File: src/rtl/kne_pkg.sv
// Package with the shared types, codes and helper functions of the keypad number entry block.
package kne_pkg;

  localparam int TICKS_W  = 16;
  localparam int KEY_W    = 4;
  localparam int DIGIT_W  = 4;
  localparam int NUMBER_W = 10;

  // Operation codes of a request.
  localparam logic OP_SCAN = 1'b0;
  localparam logic OP_TICK = 1'b1;

  // Key codes.
  localparam logic [KEY_W-1:0] KEY_NONE  = 4'd0;
  localparam logic [KEY_W-1:0] KEY_ZERO  = 4'd10;
  localparam logic [KEY_W-1:0] KEY_STAR  = 4'd11;
  localparam logic [KEY_W-1:0] KEY_POUND = 4'd12;

  // Reset value of the inter-digit tick register.
  localparam logic [TICKS_W-1:0] TICKS_RESET = 16'd3000;

  typedef enum logic [3:0] {
    ST_IDLE       = 4'd0,
    ST_RECV_A     = 4'd1,
    ST_RECV_B     = 4'd2,
    ST_RECV_C     = 4'd3,
    ST_RECV_D     = 4'd4,
    ST_RECV_E     = 4'd5,
    ST_RECV_F     = 4'd6,
    ST_CANCELLING = 4'd7,
    ST_FINISHED   = 4'd8,
    ST_CANCELLED  = 4'd9,
    ST_TIMEOUT    = 4'd10
  } state_t;

  typedef enum logic [1:0] {
    DISP_KEEP  = 2'd0,
    DISP_BLANK = 2'd1,
    DISP_SHOW  = 2'd2
  } disp_t;

  typedef enum logic [1:0] {
    BEEP_NONE   = 2'd0,
    BEEP_SHORT1 = 2'd1,
    BEEP_SHORT2 = 2'd2,
    BEEP_HALF1  = 2'd3
  } beep_t;

  // Everything the machine keeps from one request to the next.
  typedef struct packed {
    state_t               state;
    logic [TICKS_W-1:0]   counter;
    logic [DIGIT_W-1:0]   first_digit;
    logic [DIGIT_W-1:0]   second_digit;
    logic [DIGIT_W-1:0]   third_digit;
    logic [NUMBER_W-1:0]  last_number;
  } ctx_t;

  // One result item.
  typedef struct packed {
    logic [3:0]           status;
    logic [NUMBER_W-1:0]  number;
    disp_t                display_action;
    logic [DIGIT_W-1:0]   display_digit;
    beep_t                beep;
  } res_t;

  function automatic logic is_digit_key(input logic [KEY_W-1:0] k);
    return (k inside {[4'd1:4'd9]}) || (k == KEY_ZERO);
  endfunction

  function automatic logic [DIGIT_W-1:0] digit_value(input logic [KEY_W-1:0] k);
    return (k == KEY_ZERO) ? '0 : k;
  endfunction

  // Multiply a decimal digit by ten with shifts and one add.
  function automatic logic [NUMBER_W-1:0] mul10(input logic [DIGIT_W-1:0] d);
    logic [NUMBER_W-1:0] x;
    x = {{(NUMBER_W-DIGIT_W){1'b0}}, d};
    return (x << 3) + (x << 1);
  endfunction

  // Multiply a decimal digit by one hundred (64 + 32 + 4).
  function automatic logic [NUMBER_W-1:0] mul100(input logic [DIGIT_W-1:0] d);
    logic [NUMBER_W-1:0] x;
    x = {{(NUMBER_W-DIGIT_W){1'b0}}, d};
    return (x << 6) + (x << 5) + (x << 2);
  endfunction

endpackage

File: src/rtl/kne_step.sv
// Combinational step logic: next machine context and the result of one request.
module kne_step (
  input  kne_pkg::ctx_t                  ctx,
  input  logic                           operation,
  input  logic [kne_pkg::KEY_W-1:0]      key,
  input  logic [kne_pkg::TICKS_W-1:0]    interdigit_ticks,
  output kne_pkg::ctx_t                  ctx_next,
  output kne_pkg::res_t                  res
);

  logic                          digit;
  logic [kne_pkg::DIGIT_W-1:0]   dval;
  logic                          tmo_check;

  assign digit = kne_pkg::is_digit_key(key);
  assign dval  = kne_pkg::digit_value(key);

  // Next state and stored data.
  always_comb begin
    ctx_next  = ctx;
    tmo_check = 1'b0;
    if (operation == kne_pkg::OP_TICK) begin
      if (ctx.counter != '0) begin
        ctx_next.counter = ctx.counter - 1'b1;
      end
    end else begin
      unique case (ctx.state)
        kne_pkg::ST_IDLE: begin
          if (digit) begin
            ctx_next.first_digit  = dval;
            ctx_next.second_digit = '0;
            ctx_next.third_digit  = '0;
            ctx_next.counter      = interdigit_ticks;
            ctx_next.state        = kne_pkg::ST_RECV_A;
          end else if (key == kne_pkg::KEY_STAR) begin
            ctx_next.state = kne_pkg::ST_CANCELLING;
          end
        end
        kne_pkg::ST_RECV_A, kne_pkg::ST_RECV_C, kne_pkg::ST_RECV_E: begin
          if (key == kne_pkg::KEY_NONE) begin
            ctx_next.counter = interdigit_ticks;
            ctx_next.state   = (ctx.state == kne_pkg::ST_RECV_A) ? kne_pkg::ST_RECV_B :
                               (ctx.state == kne_pkg::ST_RECV_C) ? kne_pkg::ST_RECV_D :
                                                                   kne_pkg::ST_RECV_F;
          end
          tmo_check = 1'b1;
        end
        kne_pkg::ST_RECV_B: begin
          if (key == kne_pkg::KEY_STAR) begin
            ctx_next.state = kne_pkg::ST_CANCELLING;
          end else if (digit) begin
            ctx_next.second_digit = dval;
            ctx_next.counter      = interdigit_ticks;
            ctx_next.state        = kne_pkg::ST_RECV_C;
          end else if (key == kne_pkg::KEY_POUND) begin
            // A single digit: it is moved to the units place.
            ctx_next.third_digit = ctx.first_digit;
            ctx_next.first_digit = '0;
            ctx_next.last_number = {{(kne_pkg::NUMBER_W-kne_pkg::DIGIT_W){1'b0}},
                                    ctx.first_digit};
            ctx_next.state       = kne_pkg::ST_FINISHED;
          end
          tmo_check = 1'b1;
        end
        kne_pkg::ST_RECV_D: begin
          if (key == kne_pkg::KEY_STAR) begin
            ctx_next.state = kne_pkg::ST_CANCELLING;
          end else if (digit) begin
            ctx_next.third_digit = dval;
            ctx_next.counter     = interdigit_ticks;
            ctx_next.state       = kne_pkg::ST_RECV_E;
          end else if (key == kne_pkg::KEY_POUND) begin
            ctx_next.third_digit = ctx.first_digit;
            ctx_next.last_number = kne_pkg::mul10(ctx.first_digit)
                                 + {{(kne_pkg::NUMBER_W-kne_pkg::DIGIT_W){1'b0}},
                                    ctx.second_digit};
            ctx_next.state       = kne_pkg::ST_FINISHED;
          end
          tmo_check = 1'b1;
        end
        kne_pkg::ST_RECV_F: begin
          if (key == kne_pkg::KEY_STAR) begin
            ctx_next.state = kne_pkg::ST_CANCELLING;
          end else if (key == kne_pkg::KEY_POUND) begin
            ctx_next.last_number = kne_pkg::mul100(ctx.first_digit)
                                 + kne_pkg::mul10(ctx.second_digit)
                                 + {{(kne_pkg::NUMBER_W-kne_pkg::DIGIT_W){1'b0}},
                                    ctx.third_digit};
            ctx_next.state       = kne_pkg::ST_FINISHED;
          end
          tmo_check = 1'b1;
        end
        kne_pkg::ST_CANCELLING: begin
          ctx_next.state = kne_pkg::ST_CANCELLED;
        end
        default: begin
          ctx_next.state = kne_pkg::ST_IDLE;
        end
      endcase
      // The timeout test sees the counter after any reload in this step.
      if (tmo_check && (ctx_next.counter == '0)) begin
        ctx_next.state = kne_pkg::ST_TIMEOUT;
      end
    end
  end

  // Display and beep outputs.
  always_comb begin
    res.status         = ctx_next.state;
    res.number         = ctx_next.last_number;
    res.display_action = kne_pkg::DISP_KEEP;
    res.display_digit  = '0;
    res.beep           = kne_pkg::BEEP_NONE;
    if (operation == kne_pkg::OP_SCAN) begin
      unique case (ctx.state)
        kne_pkg::ST_IDLE: begin
          if (digit) begin
            res.display_action = kne_pkg::DISP_SHOW;
            res.display_digit  = dval;
            res.beep           = kne_pkg::BEEP_SHORT1;
          end
        end
        kne_pkg::ST_RECV_A, kne_pkg::ST_RECV_C, kne_pkg::ST_RECV_E: begin
          if (key == kne_pkg::KEY_NONE) begin
            res.display_action = kne_pkg::DISP_BLANK;
          end
        end
        kne_pkg::ST_RECV_B, kne_pkg::ST_RECV_D: begin
          if (key == kne_pkg::KEY_STAR) begin
            res.beep = kne_pkg::BEEP_NONE;
          end else if (digit) begin
            res.display_action = kne_pkg::DISP_SHOW;
            res.display_digit  = dval;
            res.beep           = kne_pkg::BEEP_SHORT1;
          end else if (key == kne_pkg::KEY_POUND) begin
            res.beep = kne_pkg::BEEP_SHORT2;
          end
        end
        kne_pkg::ST_RECV_F: begin
          if (key == kne_pkg::KEY_POUND) begin
            res.beep = kne_pkg::BEEP_SHORT2;
          end
        end
        kne_pkg::ST_CANCELLING: begin
          res.display_action = kne_pkg::DISP_BLANK;
          res.beep           = kne_pkg::BEEP_HALF1;
        end
        default: begin
          res.beep = kne_pkg::BEEP_NONE;
        end
      endcase
    end
  end

endmodule

File: src/rtl/keypad_number_entry_fsm.sv
// Top level of the keypad number entry block: request register, state and result register.
//
// Collects a one- to three-digit decimal number from keypad scan samples and
// timer ticks. Every accepted request yields exactly one result, and results
// leave in request order. A request first lands in an input register, then
// passes through one level of step logic that updates the entry state and
// fills the result register. A new request can be accepted in every cycle
// while the result register is not stalled downstream, so the sustained rate
// is one request per cycle. The machine state is updated in the same cycle
// the result is registered, so back-to-back requests always see the state
// left by the previous one. in_stall rises only when the input register holds
// a request and the result register is full and stalled downstream. The
// inter-digit tick count is written through cfg_we/cfg_wdata and is loaded
// into the timer when a digit is accepted and when a key is released; write
// it only while the block is idle.
module keypad_number_entry_fsm (
  input  logic                            clk,
  input  logic                            rst,

  input  logic                            cfg_we,
  input  logic [kne_pkg::TICKS_W-1:0]     cfg_wdata,

  input  logic                            in_valid,
  output logic                            in_stall,
  input  logic                            operation,
  input  logic [kne_pkg::KEY_W-1:0]       key,

  output logic                            out_valid,
  input  logic                            out_stall,
  output logic [3:0]                      status,
  output logic [kne_pkg::NUMBER_W-1:0]    number,
  output logic [1:0]                      display_action,
  output logic [kne_pkg::DIGIT_W-1:0]     display_digit,
  output logic [1:0]                      beep
);

  // Configuration register.
  logic [kne_pkg::TICKS_W-1:0] interdigit_ticks;

  // Input register.
  logic                        req_valid;
  logic                        req_op;
  logic [kne_pkg::KEY_W-1:0]   req_key;

  // Machine context and result register.
  kne_pkg::ctx_t ctx;
  kne_pkg::ctx_t ctx_next;
  kne_pkg::res_t res_next;
  kne_pkg::res_t res;

  logic advance;

  // The held request moves on when the result register is free or being drained.
  assign advance  = req_valid && (!out_valid || !out_stall);
  assign in_stall = req_valid && out_valid && out_stall;

  always_ff @(posedge clk) begin
    if (rst) begin
      interdigit_ticks <= kne_pkg::TICKS_RESET;
    end else if (cfg_we) begin
      interdigit_ticks <= cfg_wdata;
    end
  end

  // The input register reloads whenever it is not stalled.
  always_ff @(posedge clk) begin
    if (rst) begin
      req_valid <= 1'b0;
    end else if (!in_stall) begin
      req_valid <= in_valid;
    end
  end

  always_ff @(posedge clk) begin
    if (!in_stall && in_valid) begin
      req_op  <= operation;
      req_key <= key;
    end
  end

  kne_step u_step (
    .ctx              (ctx),
    .operation        (req_op),
    .key              (req_key),
    .interdigit_ticks (interdigit_ticks),
    .ctx_next         (ctx_next),
    .res              (res_next)
  );

  // State advances exactly when a result is registered.
  always_ff @(posedge clk) begin
    if (rst) begin
      ctx.state        <= kne_pkg::ST_IDLE;
      ctx.counter      <= '0;
      ctx.first_digit  <= '0;
      ctx.second_digit <= '0;
      ctx.third_digit  <= '0;
      ctx.last_number  <= '0;
    end else if (advance) begin
      ctx <= ctx_next;
    end
  end

  always_ff @(posedge clk) begin
    if (rst) begin
      out_valid <= 1'b0;
    end else if (advance) begin
      out_valid <= 1'b1;
    end else if (!out_stall) begin
      out_valid <= 1'b0;
    end
  end

  always_ff @(posedge clk) begin
    if (advance) begin
      res <= res_next;
    end
  end

  assign status         = res.status;
  assign number         = res.number;
  assign display_action = res.display_action;
  assign display_digit  = res.display_digit;
  assign beep           = res.beep;

endmodule
File: config.mk
export PLATFORM = sky130hd
export DESIGN_NAME = keypad_number_entry_fsm
export DESIGN_NICKNAME = d
export VERILOG_FILES = /design/src/rtl/kne_pkg.sv /design/src/rtl/kne_step.sv /design/src/rtl/keypad_number_entry_fsm.sv
export SDC_FILE = /design/constraint.sdc
export NUM_CORES = 1
export LEC_CHECK = 0
export BUFFER_PORTS_ARGS = -buffer_cell sky130_fd_sc_hd__buf_2
export CAP_MARGIN = 20
export CORE_ASPECT_RATIO = 1.5
export CORE_MARGIN = 2
export CORE_UTILIZATION = 32
export CTS_BUF_LIST = sky130_fd_sc_hd__clkbuf_8
export CTS_CLUSTER_DIAMETER = 50
export DETAILED_ROUTE_END_ITERATION = 10
export MAX_ROUTING_LAYER = met4
export SLEW_MARGIN = 10
export SYNTH_ARGS = -nofsm -noshare
export SYNTH_HDL_FRONTEND = slang
export SYNTH_SLANG_ARGS = --single-unit
File: constraint.sdc
create_clock -name clk -period 9.3 [get_ports clk]
set_clock_uncertainty 0.1 [all_clocks]
set_input_delay 1.86 -clock clk [delete_from_list [all_inputs] [get_ports clk]]
set_output_delay 1.86 -clock clk [all_outputs]
set_load 0.02 [all_outputs]
==> impl_metrics.json <==
{
  "r2r-end": "number[9]",
  "r2r_slack_ns": 5.76,
  "grt_max_degree": 50,
  "hold_path.class": "flop to flop",
  "drc": 0,
  "clk_latency_ns": 0.39,
  "utilization_pct": 35.8,
  "min-delay-start": "req_valid",
  "finalCritPeriodShare_pct": 46.1,
  "slew_violations": 0,
  "rr_worst_depth": 10,
  "clock_sinks": 87,
  "io_pins": 50,
  "antenna_found_initial": 0,
  "synth_top_cell_by_area": "dfxtp_1",
  "placed_area_um2": 5760,
  "synth_area_leaders": "dfxtp_1 (22%), edfxtp_1 (15%), ha_1 (4.6%), nand2_1 (4.0%), nor2_1 (4.0%)",
  "nets": 683,
  "io_buffer_count": 49,
  "drt_pass1_iterations": 6,
  "yosysMostFrequentCell": "dfxtp_1",
  "netlist_top_cells_count": "dfxtp_1 (60), nand2_1 (58), nor2_1 (58)",
  "final_cells": 843,
  "vdd_drop_max_mv": 0.0768,
  "hold_violations": 0,
  "setup.worst_path.start_class": "input pin",
  "synth_cells": 604,
  "status": "finished clean",
  "grt_pass1_wl_um": 23200,
  "max_cap_violations": 0,
  "hold_slack_ns": 0.392,
  "grt.overflow.total": 0,
  "htreeDepth": 3,
  "core_area_um2": 16700,
  "fin_crit_ns": 4.29,
  "setup_tns_ns": 0,
  "crit_required_ns": 7.34,
  "post_cts_buffers": 0,
  "preCtsSetupSlack_ns": 5.01,
  "synth-seq-cells": 87,
  "setup_viol": 0,
  "diodes": 0,
  "cts_buffers": 9,
  "holdPathEnd": "out_valid",
  "syn_nets": 659,
  "vias": 4733,
  "viasPerCell": 5.61,
  "relSlewSlack_pct": 34.6,
  "place_inst": 827,
  "grt_pass1_vias": 4539,
  "synthArstFlopShare_pct": 0,
  "reg2reg_from": "ctx[16]",
  "grt_usage_pct": 17.0,
  "cts_resized": 0,
  "die_y_um": 163,
  "clk_pin_slew_ns": 0.09,
  "ant_nets": 0,
  "cts-hold-fix-buffers": 0,
  "yosysSeqAreaShare_pct": 37.1,
  "fin_total_pwr_mw": 0.901,
  "critPathArrivalTime_ns": 2.33,
  "die_x_um": 110,
  "setup_slack_ns": 5.01,
  "wirelength_um": 14500,
  "yosysWarnings": 0,
  "syn_area_um2": 5420,
  "cts_tree": "yes",
  "synth_edf_count": 27,
  "syn2layout_area_growth_pct": 10.1,
  "dieArea_um2": 18000,
  "fill_cells": 1723,
  "gp_congestion": 0.932,
  "rsz0062_at_grt": "no",
  "critical_path.max_fanout": 3,
  "fmax_mhz": 233,
  "ys.flop_type": "dfxtp_1",
  "start_util_pct": 32.5,
  "post-synth-top-area-fraction_pct": 22.1,
  "p_per_area_nw_per_um2": 151,
  "end_kind": "output port",
  "power.leakage_nw": 2.29,
  "clock_path_buffers": 2,
  "yosys.cell_types.count": 83,
  "drive_gt1_share_pct": 16.1,
  "dp_hpwl_um": 10400,
  "dr.first_iter.drc_count": 283,
  "stdcell_area_um2": 5970,
  "synth_area_per_cell_um2": 8.98,
  "root_buffer": "clkbuf_8",
  "crit_type": "input pin to output port",
  "hold_depth": 2,
  "worst_slew_pin_slew_ns": 0.979,
  "wl_per_cell_um": 17.2,
  "row_count": 58
}
state kept, by name, summed over array words and instances, names as in the netlist:
name and count:
req_valid 1, out_valid 1, req_key 4, beep 2, number 10, interdigit_ticks 16
display_action 2, status 4, ctx 42, display_digit 4, req_op 1
power by group:
part           switching, mW  internal, mW
registers             0.0265         0.411
clock network          0.155         0.136
logic                  0.107        0.0654
worst max-delay path, stage by stage:
cell	delay [ns]
buf_2	0.11
and3_1	0.19
buf_2	0.16
worst max-delay path by stage:
stage,start,cells after the start,to
after detailed placement,out_stall,3,in_stall
final,out_stall,3,in_stall
after global placement,out_stall,3,in_stall
after CTS,out_stall,3,in_stall
after floorplan,out_stall,1,in_stall
after global routing,out_stall,3,in_stall
cells by family after synthesis:
logic type	after synthesis	share of synthesized area, %
compound gates	155	20.4
xor+xnor	6	0.969
fa+ha+maj	29	7.94
buf+inv	65	5.37
flops	87	37.1
mux	28	5.40
simple gates	234	22.8
cell type report:
type	instances	area, um^2	area share [%]
multi-input cells	452	3120	52.2
flip-flops and latches	87	2010	33.7
repair buffers	52	268	4.48
well taps	210	263	4.40
clock buffers	10	138	2.30
inverters	26	97.6	1.63
clock inverters	6	76.3	1.28
layout by cell type, fill, tap and decap left out, drive strengths merged, types with 11 or more instances in the layout:
cell    Yosys  routed
ha         20      20
nor2       60      60
nand2      59      59
a21oi      25      25
edfxtp     27      27
nand2b     11      11
dfxtp      60      60
inv        25      28
o21ai      28      28
nor3       16      16
a211oi     16      16
nor4       15      15
buf        18      52
nand3      21      21
mux2i      21      21
layer usage:
layer,share of wire [%],up-vias,global-route usage [%]
met5,0,-,-
met4,2.3,0,6.25
met3,3.7,24,2.35
met2,55,126,31.0
met1,39,2279,18.4
li1,-,2304,-
(Power assumes the default switching activity.)
